$ cat src/hw/rtl/pat_pkg.sv
// ----------------------------------------------------------------------------
// pat_pkg: shared types and constants of the paged address translator
// Geometry of the page table, item layouts and controller/datapath links.
// ----------------------------------------------------------------------------
package pat_pkg;

	localparam int PAGE_WORDS  = 8;
	localparam int PAGE_COUNT  = 64;
	localparam int FRAME_COUNT = 16;

	localparam int ADDR_W   = 10;
	localparam int OFFSET_W = $clog2(PAGE_WORDS);
	localparam int PAGE_W   = $clog2(PAGE_COUNT);
	localparam int FRAME_W  = $clog2(FRAME_COUNT);
	localparam int PHYS_W   = 7;
	localparam int DATA_W   = 32;
	localparam int COUNT_W  = 32;
	localparam int WIN_W    = 16;

	// first address past the table
	localparam logic [ADDR_W:0] ADDR_SPAN = (ADDR_W + 1)'(PAGE_WORDS * PAGE_COUNT);

	localparam logic [WIN_W-1:0] WINDOW_RESET = WIN_W'(20);

	// configuration register word indexes
	localparam logic REG_WINDOW_LEN = 1'b0;

	typedef enum logic [1:0] {
		KIND_READ  = 2'd0,
		KIND_WRITE = 2'd1,
		KIND_MAP   = 2'd2,
		KIND_QUERY = 2'd3
	} kind_t;

	typedef struct packed {
		logic [1:0]             kind;
		logic [ADDR_W-1:0]      address;
		logic signed [DATA_W-1:0] write_data;
		logic [5:0]             page;
		logic [3:0]             frame;
		logic                   present;
		logic                   clear_ref;
	} req_t;

	typedef struct packed {
		logic                   fault;
		logic                   out_of_range;
		logic [PHYS_W-1:0]      phys_addr;
		logic                   write_enable;
		logic signed [DATA_W-1:0] data_out;
		logic                   window_elapsed;
		logic [COUNT_W-1:0]     access_count;
		logic [5:0]             fault_page;
		logic                   entry_present;
		logic                   entry_ref;
		logic                   entry_dirty;
		logic [3:0]             entry_frame;
	} rsp_t;

	// one page table entry as stored in the table RAM
	typedef struct packed {
		logic [FRAME_W-1:0] frame;
		logic               present;
		logic               referenced;
		logic               dirty;
	} pte_t;

	localparam int ENTRY_W = $bits(pte_t);

	typedef struct packed {
		logic lookup;   // take the request item and start the table read
		logic commit;   // finish the item: update table, counters, result
	} pat_cmd_t;

	typedef struct packed {
		logic out_full; // result register holds an item not yet taken
		logic out_take; // that item is taken at this edge
	} pat_sts_t;

endpackage

$ cat src/hw/rtl/pat_ram.sv
// ----------------------------------------------------------------------------
// pat_ram: generic single-write, single-read RAM
// One write port, one read port with registered read data.
// ----------------------------------------------------------------------------
module pat_ram #(
	parameter int WIDTH = 8,
	parameter int DEPTH = 64
) (
	input  logic                     clk,
	input  logic                     we,
	input  logic [$clog2(DEPTH)-1:0] waddr,
	input  logic [WIDTH-1:0]         wdata,
	input  logic                     re,
	input  logic [$clog2(DEPTH)-1:0] raddr,
	output logic [WIDTH-1:0]         rdata
);

	logic [WIDTH-1:0] mem_q [DEPTH];

	always_ff @(posedge clk) begin
		if (we) begin
			mem_q[waddr] <= wdata;
		end
		if (re) begin
			rdata <= mem_q[raddr];
		end
	end

endmodule

$ cat src/hw/rtl/pat_ctrl.sv
// ----------------------------------------------------------------------------
// pat_ctrl: translator control sequencer
// Takes one item, waits for the table read, then commits once the result
// register can take the result.
// ----------------------------------------------------------------------------
module pat_ctrl (
	input  logic              clk,
	input  logic              arst_n,
	input  logic              req_valid,
	output logic              req_stall,
	input  pat_pkg::pat_sts_t sts,
	output pat_pkg::pat_cmd_t cmd
);

	typedef enum logic {
		ST_IDLE,
		ST_LOOK
	} state_t;

	state_t state_q;
	logic   busy_q;

	assign req_stall  = busy_q;
	assign cmd.lookup = (state_q == ST_IDLE) && req_valid;
	// commit when the result register is empty or drains at this edge
	assign cmd.commit = (state_q == ST_LOOK) && (!sts.out_full || sts.out_take);

	always_ff @(posedge clk or negedge arst_n) begin
		if (!arst_n) begin
			state_q <= ST_IDLE;
			busy_q  <= 1'b0;
		end else begin
			unique case (state_q)
				ST_IDLE: begin
					if (cmd.lookup) begin
						state_q <= ST_LOOK;
						busy_q  <= 1'b1;
					end
				end
				ST_LOOK: begin
					if (cmd.commit) begin
						state_q <= ST_IDLE;
						busy_q  <= 1'b0;
					end
				end
				default: begin
					state_q <= ST_IDLE;
					busy_q  <= 1'b0;
				end
			endcase
		end
	end

endmodule

$ cat src/hw/rtl/pat_dp.sv
// ----------------------------------------------------------------------------
// pat_dp: translator datapath
// Page table RAM with entry valid bits, access and window counters,
// the window register and the result register.
// ----------------------------------------------------------------------------
module pat_dp (
	input  logic                         clk,
	input  logic                         arst_n,
	input  pat_pkg::req_t                req,
	input  pat_pkg::pat_cmd_t            cmd,
	output pat_pkg::pat_sts_t            sts,
	input  logic                         win_we,
	input  logic [pat_pkg::WIN_W-1:0]    win_wdata,
	output logic [pat_pkg::WIN_W-1:0]    window_len,
	output logic                         rsp_valid,
	input  logic                         rsp_stall,
	output pat_pkg::rsp_t                rsp
);

	pat_pkg::req_t                 item_q;
	logic [pat_pkg::PAGE_W-1:0]    idx_q;
	logic [pat_pkg::PAGE_COUNT-1:0] valid_q;
	logic [pat_pkg::COUNT_W-1:0]   total_q;
	logic [pat_pkg::WIN_W-1:0]     wpos_q;
	logic [pat_pkg::WIN_W-1:0]     win_q;
	logic                          out_valid_q;
	pat_pkg::rsp_t                 out_q;

	logic [pat_pkg::PAGE_W-1:0]    rd_idx;
	logic [pat_pkg::ENTRY_W-1:0]   ram_rdata;
	pat_pkg::pte_t                 entry;
	pat_pkg::pte_t                 new_entry;
	pat_pkg::rsp_t                 result;
	logic                          is_acc;
	logic                          is_write;
	logic                          is_map;
	logic                          is_query;
	logic                          oor;
	logic                          good;
	logic                          tbl_we;
	logic [pat_pkg::COUNT_W-1:0]   total_next;
	logic [pat_pkg::WIN_W:0]       wpos_inc;
	logic                          win_done;

	// accesses index by virtual page, map and query by the page field
	always_comb begin
		if (req.kind == pat_pkg::KIND_READ || req.kind == pat_pkg::KIND_WRITE) begin
			rd_idx = req.address[pat_pkg::OFFSET_W +: pat_pkg::PAGE_W];
		end else begin
			rd_idx = req.page;
		end
	end

	pat_ram #(
		.WIDTH(pat_pkg::ENTRY_W),
		.DEPTH(pat_pkg::PAGE_COUNT)
	) u_table (
		.clk  (clk),
		.we   (tbl_we),
		.waddr(idx_q),
		.wdata(new_entry),
		.re   (cmd.lookup),
		.raddr(rd_idx),
		.rdata(ram_rdata)
	);

	// entries never mapped read as cleared
	assign entry = valid_q[idx_q] ? pat_pkg::pte_t'(ram_rdata) : '0;

	assign is_write = (item_q.kind == pat_pkg::KIND_WRITE);
	assign is_acc   = (item_q.kind == pat_pkg::KIND_READ) || is_write;
	assign is_map   = (item_q.kind == pat_pkg::KIND_MAP);
	assign is_query = (item_q.kind == pat_pkg::KIND_QUERY);
	assign oor      = is_acc && ({1'b0, item_q.address} >= pat_pkg::ADDR_SPAN);
	assign good     = is_acc && !oor && entry.present;

	assign wpos_inc   = {1'b0, wpos_q} + (pat_pkg::WIN_W + 1)'(1);
	assign win_done   = wpos_inc >= {1'b0, win_q};
	assign total_next = good ? total_q + pat_pkg::COUNT_W'(1) : total_q;

	always_comb begin
		new_entry = entry;
		if (is_map) begin
			new_entry.frame      = item_q.frame;
			new_entry.present    = item_q.present;
			new_entry.referenced = 1'b0;
			new_entry.dirty      = 1'b0;
		end else if (is_query) begin
			new_entry.referenced = 1'b0;
		end else begin
			new_entry.referenced = 1'b1;
			new_entry.dirty      = entry.dirty | is_write;
		end
	end

	assign tbl_we = cmd.commit && (good || is_map || (is_query && item_q.clear_ref));

	always_comb begin
		result                = '0;
		result.out_of_range   = oor;
		result.fault          = is_acc && !oor && !entry.present;
		result.access_count   = total_next;
		result.window_elapsed = good && win_done;
		if (good) begin
			result.phys_addr = pat_pkg::PHYS_W'({entry.frame,
				item_q.address[pat_pkg::OFFSET_W-1:0]});
		end
		if (good && is_write) begin
			result.write_enable = 1'b1;
			result.data_out     = item_q.write_data;
		end
		if (is_acc && !oor) begin
			result.fault_page = idx_q;
		end
		if (is_map || is_query) begin
			result.fault_page = item_q.page;
		end
		if (is_query) begin
			result.entry_present = entry.present;
			result.entry_ref     = entry.referenced;
			result.entry_dirty   = entry.dirty;
			result.entry_frame   = entry.frame;
		end
	end

	always_ff @(posedge clk) begin
		if (cmd.lookup) begin
			item_q <= req;
			idx_q  <= rd_idx;
		end
		if (cmd.commit) begin
			out_q <= result;
		end
	end

	always_ff @(posedge clk or negedge arst_n) begin
		if (!arst_n) begin
			valid_q     <= '0;
			total_q     <= '0;
			wpos_q      <= '0;
			win_q       <= pat_pkg::WINDOW_RESET;
			out_valid_q <= 1'b0;
		end else begin
			if (win_we) begin
				win_q <= win_wdata;
			end
			if (cmd.commit && is_map) begin
				valid_q[idx_q] <= 1'b1;
			end
			if (cmd.commit && good) begin
				total_q <= total_next;
				wpos_q  <= win_done ? '0 : wpos_inc[pat_pkg::WIN_W-1:0];
			end
			if (cmd.commit) begin
				out_valid_q <= 1'b1;
			end else if (out_valid_q && !rsp_stall) begin
				out_valid_q <= 1'b0;
			end
		end
	end

	assign sts.out_full = out_valid_q;
	assign sts.out_take = out_valid_q && !rsp_stall;
	assign rsp_valid    = out_valid_q;
	assign rsp          = out_q;
	assign window_len   = win_q;

endmodule

$ cat src/hw/rtl/paged_address_translator_top.sv
// ----------------------------------------------------------------------------
// paged_address_translator_top: page table address translator
// Translates read and write accesses through a 64-entry page table and
// maintains referenced/dirty bits, an access counter and a window flag.
// ----------------------------------------------------------------------------
// Each request item yields exactly one response item. The page table RAM
// is read at the edge that accepts an item; the entry is evaluated in the
// following cycle. Once the result register can take a result, the item
// commits: the entry may be written back and the result is registered.
// The next item is accepted only after the previous one commits, so the
// block takes no new item while one is in flight; each item reads and may
// then write back the single table RAM. A finished result waits in the output
// register while the next item is taken, so a stall on the response side
// only holds the block once a second result is ready. Reads and writes
// translate into frame * 8 + offset; an absent page reports fault with the
// page, an address at or past 512 reports out_of_range, and neither changes
// any state. Map items load frame and present and clear referenced and
// dirty; query items report an entry and may clear its referenced bit.
// No clearing pass runs after reset: per-entry valid bits make unmapped
// entries read as cleared, so the block is ready at the first cycle.
// The window length register sits at byte address 0 of the APB port;
// change it only while no item is in flight.
// ----------------------------------------------------------------------------
module paged_address_translator_top (
	input  logic          clk,
	input  logic          arst_n,
	// configuration port
	input  logic          psel,
	input  logic          penable,
	input  logic          pwrite,
	input  logic [2:0]    paddr,
	input  logic [31:0]   pwdata,
	output logic [31:0]   prdata,
	output logic          pready,
	// request channel
	input  logic          req_valid,
	output logic          req_stall,
	input  pat_pkg::req_t req,
	// response channel
	output logic          rsp_valid,
	input  logic          rsp_stall,
	output pat_pkg::rsp_t rsp
);

	pat_pkg::pat_cmd_t         cmd;
	pat_pkg::pat_sts_t         sts;
	logic                      win_we;
	logic [pat_pkg::WIN_W-1:0] window_len;

	// decode the register word by paddr[2]; the low bits are not decoded
	assign pready = 1'b1;
	assign win_we = psel && penable && pwrite && (paddr[2] == pat_pkg::REG_WINDOW_LEN);

	always_comb begin
		prdata = '0;
		if (paddr[2] == pat_pkg::REG_WINDOW_LEN) begin
			prdata = {{(32 - pat_pkg::WIN_W){1'b0}}, window_len};
		end
	end

	// sequencer: accept, wait for the table read, commit
	pat_ctrl u_ctrl (
		.clk      (clk),
		.arst_n   (arst_n),
		.req_valid(req_valid),
		.req_stall(req_stall),
		.sts      (sts),
		.cmd      (cmd)
	);

	// table, counters and result register
	pat_dp u_dp (
		.clk        (clk),
		.arst_n     (arst_n),
		.req        (req),
		.cmd        (cmd),
		.sts        (sts),
		.win_we     (win_we),
		.win_wdata  (pwdata[pat_pkg::WIN_W-1:0]),
		.window_len (window_len),
		.rsp_valid  (rsp_valid),
		.rsp_stall  (rsp_stall),
		.rsp        (rsp)
	);

endmodule

$ cat config.mk
export PLATFORM = sky130hd
export DESIGN_NAME = paged_address_translator_top
export DESIGN_NICKNAME = d
export VERILOG_FILES = /design/src/hw/rtl/pat_pkg.sv /design/src/hw/rtl/pat_ram.sv /design/src/hw/rtl/pat_ctrl.sv /design/src/hw/rtl/pat_dp.sv /design/src/hw/rtl/paged_address_translator_top.sv
export SDC_FILE = /design/constraint.sdc
export NUM_CORES = 1
export LEC_CHECK = 0
export BUFFER_PORTS_ARGS = -buffer_cell sky130_fd_sc_hd__buf_4
export CORE_MARGIN = 2
export CORE_UTILIZATION = 60
export CTS_CLUSTER_SIZE = 30
export DETAILED_ROUTE_END_ITERATION = 7
export HOLD_SLACK_MARGIN = 0.05
export PLACE_DENSITY = 0.89
export SLEW_MARGIN = 10
export SYNTH_ARGS = -nofsm -noshare
export SYNTH_HDL_FRONTEND = slang
export SYNTH_SLANG_ARGS = --single-unit
$ cat constraint.sdc
create_clock -name clk -period 5.8 [get_ports clk]
set_input_delay 0.58 -clock clk [delete_from_list [all_inputs] [get_ports clk]]
set_output_delay 0.58 -clock clk [all_outputs]
set_load 0.01 [all_outputs]
==> flow_metrics.tcl <==
set metrics [dict create \
    holdBufCountCts 0 \
    port_buffers 185 \
    wirelength_mm 74.60 \
    ys_ff_latch 730 \
    critPathMaxStageDelay_ns 1.07 \
    numCtsBuffers 72 \
    rr_endpoint "u_dp.u_table.mem_q[16][0]" \
    max_slew_margin_pct 15.72 \
    final_nets 2595 \
    grt-ovfl-total 0 \
    via_count 20710 \
    finish.utilization_pct 68.69 \
    whs_ns 0.1264 \
    yosysTopAreaCell "edfxtp_1" \
    io-pin-count 221 \
    placed_area_um2 32200 \
    ys.warnings.count 0 \
    critPathRequiredTime_ns 6.11 \
    final-hold-violation-count 0 \
    grt_max_degree 225 \
    p_per_area_nw_per_um2 341.6 \
    num_antenna_cells 0 \
    core_area_um2 50070 \
    dpl.hpwl_mm 43.74 \
    antenna_found_initial 0 \
    netlist_instances 2348 \
    final_layout_size_suffix_gt1_share_pct 14.29 \
    final_max_slew_viol_count 0 \
    clk_latency_ns 0.63 \
    timing.rr.start "u_dp.idx_q[0]" \
    fin_area_um2 34390 \
    dieArea_um2 52490 \
    endpoint "u_dp.u_table.mem_q[16][0]" \
    r2r_cells 9 \
    cts_resized 0 \
    synth_edf_count 599 \
    power_w 0.01175 \
    synth_top_area_share_pct 59.16 \
    critPathMaxFanout 54 \
    h-tree-depth 3 \
    cp_num_cells 9 \
    crit_path_end_kind "flip-flop" \
    drv_cap 0 \
    clkSinkCount 730 \
    crit_slowest_cell "edfxtp_1" \
    synth_area_um2 30410 \
    clockBufferDepth 3 \
    tightest_slew_ns 1.264 \
    async_reset_ff_share_pct 17.95 \
    hp-class "input pin to async pin" \
    area_growth_pct 13.10 \
    setup_viol 0 \
    antenna_left 0 \
    p_switching_w 0.002900 \
    drt-initial-drc-count 3126 \
    power_frac_seq_pct 51.7 \
    path_common_cell "buf_4" \
    synth_cell_type_count 60 \
    grt_setup_unrepaired "no" \
    startpoint "u_dp.idx_q[0]" \
    cp.arrival_ns 4.75 \
    grt_pass1_vias 20480 \
    clkTransAtPathRegs_ns 0.06 \
    violations "design-rule violations" \
    fin_tns_setup_ns 0 \
    crit_chain "buf_4, mux4_1, nand2_1, nand4_1, or4_4, a22oi_1, nor2_4, buf_4, buf_4" \
    crit_family "simple AND/OR/NAND/NOR gates" \
    root_buffer "clkbuf_16" \
    status "finished, violations left" \
    yosys.cell_count.top_type "edfxtp_1" \
    crit_type "flip-flop to flip-flop" \
    groute.usage.overall_pct 28.13 \
    p_leak_nw 12.93 \
    ys_seq_area_share_pct 69.94 \
    worst-path-buf-inv 3 \
    syn_area_per_cell_um2 12.95 \
    p_int_w 0.008847 \
    initial_utilization_pct 60.73 \
    finalCritPeriodShare_pct 76.56 \
    gp_congestion 0.8583 \
    switching_share_pct 24.68 \
    fillers 3098 \
    layout_min_cycle_time_ns 4.440 \
    drc 1 \
    comb_power_share_pct 10.9 \
    cts_tree "yes" \
    first_pass_iters 8 \
    die_h_um 229.1 \
    fmax_mhz 225.2 \
    drt-wirelength-per-cell_um 23.27 \
    synth_ff_type "edfxtp_1" \
    clock_power_share_pct 37.4 \
    ff2ff_setup_slack_ns 1.36 \
    dieWidth_um 229.1 \
    synth_area_leaders "edfxtp_1 59%, dfrtp_1 11%, nand2_1 6.2%" \
    start_kind "flip-flop" \
    via_per_inst 6.461 \
    row_count 82 \
    grt_first_pass_wirelength_mm 113.9 \
    yosys-top-cells-count "599 x edfxtp_1, 506 x nand2_1, 192 x nand3_1, 129 x dfrtp_1, 117 x clkbuf_1" \
    peakVddDrop_mv 0.2433 \
    post_cts_buffers 0 \
    fin_skew_ns 0.02628 \
]
## flip-flops by register name (all words and copies together) (netlist names), 6 cells and up
register / flops
u_dp.item_q: 50
u_dp.total_q: 32
u_dp.u_table.mem_q: 448
u_dp.u_table.rdata: 7
u_dp.rsp: 88
u_dp.wpos_q: 16
u_dp.idx_q: 6
u_dp.window_len: 16
u_dp.valid_q: 64
## worst reg2reg max path: stages, from the launching register on
cell	delay, ns
edfxtp_1	1.07
buf_4	0.34
mux4_1	0.58
nand2_1	0.10
nand4_1	0.12
or4_4	0.79
a22oi_1	0.38
nor2_4	0.09
buf_4	0.30
buf_4	0.32
## per-stage QoR
stage,instances,setup slack [ns]
after CTS,3206,1.469
final,3206,1.360
after floorplan,2363,0.7882
after global routing,3206,1.280
after detailed placement,3077,1.548
after global placement,3077,1.606
## cell type report
cell class	count	area, µm²	share of cell area, %
clock buffers	105	2061	5.992
clock inverters	24	127.6	0.3711
inverters	32	127.6	0.3711
multi-input cells	1428	8314	24.18
flip-flops and latches	730	21270	61.84
well taps	672	840.8	2.445
repair buffers	215	1652	4.802
## power by group through the flow
| stage | Clock [W] | Combinational, W | Sequential, W |
|---|---|---|---|
| CTS | 0.00442 | 0.00126 | 0.00607 |
| global placement | 0 | 0.00119 | 0.00616 |
| detailed placement | 0 | 0.00124 | 0.00617 |
| finish | 0.00440 | 0.00128 | 0.00607 |
| floorplan | 0 | 0.000734 | 0.00616 |
| global route | 0.00460 | 0.00136 | 0.00608 |
## cells in the final DEF (no fill, tap or decap), types with 5 or more instances in the layout
master and count:
o21ai_0 8, clkbuf_1 24, a311oi_1 56, nand3_1 192
nand4_1 22, dfrtp_1 129, a21oi_1 5, edfxtp_1 599
mux2i_1 17, nand2b_1 8, and2_1 46, or4_1 7
and3_1 90, clkbuf_8 5, clkinv_1 9, conb_1 17
or3_1 7, xnor2_1 72, a31oi_1 57, ha_1 18
mux4_1 8, nor2_1 36, nor2b_1 7, o22ai_1 29
and4_1 7, clkbuf_16 76, buf_4 212, clkinv_2 11
nand3b_1 5, o21bai_1 65, nor3_1 69, inv_1 27
nand2_1 502, mux2_2 22
## cells by family after synthesis
family / count (synthesis) / share of synthesized area, %
AOI/OAI and AO/OA: 243 / 5.864
other: 2 / 0.02470
buffers and inverters: 205 / 3.111
muxes: 55 / 2.510
DFF: 730 / 69.94
and+or+nand+nor: 1019 / 15.62
adders and majority gates: 18 / 0.7407
xor gates and xnor gates: 76 / 2.189
## metal layers
metal	wire length [µm]	GRT usage, %
met4	4010	15.20
met1	26340	36.03
met3	8456	5.901
met5	0	0
met2	35790	45.45
## how the worst min path moves through the flow
stage                          start          endpoint  slack (ns)  depth (start not counted)
global route                  req[1]    u_dp.item_q[1]        0.12                          1
detailed placement  u_dp.valid_q[32]  u_dp.valid_q[32]        0.46                          1
floorplan                     arst_n  u_ctrl.req_stall        0.28                          0
finish                        arst_n  u_dp.valid_q[29]        0.13                          1
CTS                           req[1]    u_dp.item_q[1]        0.11                          1
global placement    u_dp.valid_q[49]  u_dp.valid_q[49]        0.45                          1
Power figures use the tool's default switching activity.
